--- src/rtl/core/tdcs_pkg.sv ---
// Shared types, codes and helpers of the tick driven CPU scheduler.
// Used by tdcs_cell, tick_driven_cpu_scheduler_unit and tdcs_chk.
package tdcs_pkg;

	typedef enum logic [2:0] {
		ST_IDLE,
		ST_SCAN,
		ST_DEC,
		ST_UPD,
		ST_EMIT
	} state_t;

	localparam logic [1:0] POL_FCFS = 2'd0;
	localparam logic [1:0] POL_RR   = 2'd1;
	localparam logic [1:0] POL_SRTF = 2'd2;

	localparam logic [1:0] FL_NEW    = 2'd0;
	localparam logic [1:0] FL_QUEUED = 2'd1;
	localparam logic [1:0] FL_RAN    = 2'd2;
	localparam logic [1:0] FL_DONE   = 2'd3;

	localparam logic [1:0] EV_IDLE = 2'd0;
	localparam logic [1:0] EV_RUN  = 2'd1;
	localparam logic [1:0] EV_FIN  = 2'd2;
	localparam logic [1:0] EV_ALL  = 2'd3;

	localparam logic REG_POLICY  = 1'b0;
	localparam logic REG_QUANTUM = 1'b1;

	localparam logic OP_LOAD = 1'b0;
	localparam logic OP_TICK = 1'b1;

	typedef struct packed {
		logic [15:0] pid;
		logic [15:0] arr;
		logic [15:0] rem;
		logic [31:0] wt;
		logic [31:0] ta;
		logic [31:0] rsp;
		logic [1:0]  flg;
		logic [31:0] qtime;
		logic        qrot;
	} rec_t;

	typedef struct packed {
		logic [1:0]  ev;
		logic [31:0] tnow;
		logic [15:0] ref_pid;
		logic [31:0] sw;
		logic [31:0] sr;
		logic [31:0] st;
		logic [31:0] bt;
		logic        last;
	} res_t;

	function automatic logic [31:0] inc_sat(input logic [31:0] v);
		inc_sat = (v == 32'hFFFF_FFFF) ? v : v + 32'd1;
	endfunction

	function automatic logic [31:0] add_sat(input logic [31:0] a, input logic [31:0] b);
		logic [32:0] s;
		s = {1'b0, a} + {1'b0, b};
		add_sat = s[32] ? 32'hFFFF_FFFF : s[31:0];
	endfunction

endpackage

--- src/rtl/core/tdcs_cell.sv ---
// One task record of the circulating task ring.
// Depends on tdcs_pkg for the record type.
module tdcs_cell (
	input  logic          clk,
	input  logic          shift,
	input  tdcs_pkg::rec_t nxt,
	input  logic          ld,
	input  tdcs_pkg::rec_t ld_rec,
	output tdcs_pkg::rec_t rec
);

	tdcs_pkg::rec_t rec_q;

	always_ff @(posedge clk) begin
		if (shift) begin
			rec_q <= nxt;
		end else if (ld) begin
			rec_q <= ld_rec;
		end
	end

	assign rec = rec_q;

endmodule

--- config.mk ---
export PLATFORM = sky130hd
export DESIGN_NAME = tdcs_cell
export DESIGN_NICKNAME = d
export VERILOG_FILES = /design/src/rtl/core/tdcs_pkg.sv /design/src/rtl/core/tdcs_cell.sv
export SDC_FILE = /design/constraint.sdc
export NUM_CORES = 1
export LEC_CHECK = 0
export BUFFER_PORTS_ARGS = -buffer_cell sky130_fd_sc_hd__buf_2
export CAP_MARGIN = 20
export CORE_AREA = 2 2 212 214
export DETAILED_ROUTE_END_ITERATION = 10
export DIE_AREA = 0 0 214 216
export MAX_ROUTING_LAYER = met4
export PLACE_DENSITY_LB_ADDON = 0.12
export RECOVER_POWER = 25
export SLEW_MARGIN = 20
export SYNTH_ARGS = -nofsm -noshare
export SYNTH_HDL_FRONTEND = slang
export SYNTH_SLANG_ARGS = --single-unit
--- constraint.sdc ---
create_clock -name clk -period 6.3 [get_ports clk]
set_input_delay 0.945 -clock clk [delete_from_list [all_inputs] [get_ports clk]]
set_output_delay 0.945 -clock clk [all_outputs]
set_load 0.02 [all_outputs]
# ---- After elaboration in Yosys (flattened, before gate mapping)
# Index checks and enable logic that the tools add are counted.
dict set report op_classes {
  n_mux 2
  n_reduce_logical 1
}
# op count
set ops {}
lappend ops {{$mux 179} 2}
lappend ops {{$reduce_bool 2->1} 1}
dict set report word_totals {
  regBits 179
  in_bits 361
  output_inout_bits 179
  word_cells 12
}

# ---- Depth between registers and ports, before layout
dict set report logic_depth {
  ltp_word 2
  ltp_mapped 4
  depth_no_buf 1
}

# ---- Worst setup path before layout
# OpenSTA, ideal clock, no wires.
dict set report synth_path {
  path_kind {input-to-reg}
  start {in shift}
  end {reg rec_q (netlist bit rec[0]), enable pin}
  arrival_ns 5.280
  required_ns 5.748
  n_path_buf 3
  setup_time_ns 0.552
  setup_slack_ns 0.468
  cell_stages 4
  path_cell_list {buf_6 buf_6 buf_6 or2_1}
}
dict set report synth_between {
  elab_chain_cells 1
}
# item line_no
set synth_rtl {}
lappend synth_rtl {{from (decl)} tdcs_cell.sv:5} ;# input logic shift,
lappend synth_rtl {{$reduce_bool 2->1 (no source line)} -}
lappend synth_rtl {{to (signal assigned)} tdcs_cell.sv:16} ;# rec_q <= nxt;
lappend synth_rtl {{to (signal assigned)} tdcs_cell.sv:18} ;# rec_q <= ld_rec;
lappend synth_rtl {{to (decl)} tdcs_cell.sv:12} ;# tdcs_pkg::rec_t rec_q;
# Every way passes these cells.
# A chain may end at the register's enable or synchronous reset.

# ---- Worst setup path after layout
dict set report layout_path {
  start {in shift}
  end {reg rec_q (netlist bit rec[104]) (data pin)}
}
dict set report layout_between {
  elab_chain_cells 1
}
# item line_no
set layout_rtl {}
lappend layout_rtl {{$mux 179} tdcs_cell.sv:15} ;# if (shift) begin
# Every way passes these cells.

==> key figures <==
Flow run
  • Max-Cap Viols: 0

Route
  • Wire per inst: 17.0 um
  • Initial DRC count: 178
  • Vias: 5412
  • DRT Pass-1 Iters: 4
  • Drt total wl: 26000 um
  • ANT nets after route: 0
  • Post-route DRC violation count: 0
  • Via density: 3.53

Place
  • DP Cell Count: 1493
  • Port bufs: 539
  • Post-DP Area: 0.0113 mm^2
  • Dpl hpwl: 19900 um
  • DP Worst Slack: 3360 ps
  • RePlAce Congestion: 0.800

Setup path
  • CP Max Fanout: 105
  • Worst endpoint required time: 6520 ps
  • Setup crit end kind: flop
  • Crit-path cells: buf_8 -> buf_12 -> mux2_4
  • Critical path's slowest cell: buf_12
  • CP startpoint kind: input pin
  • CP arrival: 2580 ps
  • Setup CP Type: in2reg
  • Worst path max stage delay: 470 ps

Yosys
  • Syn Inst Count: 379
  • Top cell type's share of synthesized area: 67.7%
  • Synthesized net count: 740
  • Synth area leaders: edfxtp_1, mux2_4, mux2_2
  • Synth Area per Inst: 21.0 um^2
  • #FFs+latches synth: 179
  • Largest area contributor in the synthesized netlist: edfxtp_1
  • Yosys cell types: 6
  • Yosys warns: 0
  • Sequential area share after synthesis: 67.7%
  • Syn Std Cell Area: 0.00794 mm^2

Timing
  • Fmax: 424 MHz
  • Setup Viol. Count Final: 0
  • Least-Margin Pin Slew: 939 ps
  • Hold Fails Final Rpt: 0
  • Crit path time final: 2360 ps
  • Max-slew headroom: 37.4%
  • Count of pins over their slew limit: 0
  • Fin crit share: 37.4%
  • Fin worst setup slack: 3940 ps
  • TNS Setup: 0 ps
  • RSZ-0062 raised after global routing: false

Cells and area
  • Nets: 1281
  • Fillers: 4638
  • Share of cells above drive strength 1: 69.8%
  • Post-route insts no fill: 1532
  • Max reg flops: 179
  • Final instance area: 0.0116 mm^2
  • Area Growth Syn to Fin: 46.6%

CTS
  • Clk buf depth: 2
  • Post-CTS Resized: 0
  • CTS tree: yes
  • TritonCTS Sinks: 179
  • # Post-CTS Setup Buffers: 0
  • # hold bufs at CTS: 0
  • Clk slew on worst S/H paths: 70 ps
  • Max H-tree Level: 4
  • Root Buffer: clkbuf_16
  • Clock buffer count from CTS: 17

Floorplanning
  • Row count: 77
  • I/O pin count: 540
  • Total core area: 0.0438 mm^2
  • Die Width: 214 um
  • Die height: 216 um
  • Initial Util: 18.1%
  • Die footprint: 0.0462 mm^2

Outcome
  • Status: finished, final reports clean

Global routing
  • Overflow after GRT: 0
  • Largest net degree at the start of global routing: 119
  • Vias in the first global route: 5748
  • Initial antenna violation count: 10
  • First-pass GRT wire length: 36400 um
  • All-Layer GR Usage: 11.4%

Pwr
  • Power Density: 272 mW/mm^2
  • VDD IR max: 0.169 mV
  • P_leak: 0.00507 uW

Worst hold path
  • Min-Delay Path Class: in2reg
  • Hold depth: 2
  • Worst hold path endpoint: rec[94]
  • Hold Crit Start: ld_rec[94]
cells by family after synthesis:
kind of cell / synth area share (%)
flip-flops: 67.7
buffers and inverters: 2.21
AND/OR/NAND/NOR: 0.0788
multiplexers: 30.1
metrics by stage:
step	power, uW	hold slack [ps]	utilization (%)
detailed placement	2150	1250	25.7
global placement	2160	1250	25.7
floorplan	1880	1160	-
finish	3170	749	26.6
global route	3320	715	26.6
CTS	3280	694	27.0
area by class of cell:
| cell class | count | area [um^2] | area share (%) |
|---|---|---|---|
| Sequential cell | 179 | 5380 | 46.1 |
| Timing Repair Buffer | 542 | 2680 | 23.0 |
| Multi-Input combinational cell | 180 | 2260 | 19.4 |
| Tap cell | 592 | 741 | 6.36 |
| Clock buffer | 19 | 433 | 3.72 |
| Clock inverter | 12 | 139 | 1.19 |
| Antenna cell | 8 | 20.0 | 0.172 |
synthesized netlist by cell type, drive strengths merged:
master	number
buf	20
edfxtp	179
mux2	179
or2	1
layer usage:
metal	track usage (%)	routed length [um]	vias up
met2	19.5	13500	291
met5	-	0	-
li1	-	-	2594
met4	4.41	426	0
met3	6.10	2770	23
met1	10.8	9290	2504
placed cells by master (no fill, tap or decap), drive strengths merged:
master / synthesis / final
diode: 0 / 8
clkinv: 0 / 8
clkbuf: 0 / 79
bufinv: 0 / 3
mux2: 179 / 179
buf: 20 / 482
edfxtp: 179 / 179
inv: 0 / 1
or2: 1 / 1
worst max-delay path by stage:
stage	start	endpoint
final	shift	rec[104]
after global routing	shift	rec[26]
after CTS	shift	rec[17]
after detailed placement	shift	rec[23]
after global placement	shift	rec[17]
after floorplan	shift	rec[0]
power breakdown:
part           leakage [uW]  total [uW]  internal, uW  switching, uW
logic               0.00296         589           249            340
clock network      0.000283        1090           615            475
registers           0.00182        1490          1460           30.0
total               0.00507        3170          2330            845
worst max-delay path: cells and delay by family:
family,cells,cell delay [ps]
buffers and inverters,2,870
muxes,1,360
(Power assumes the default switching activity.)
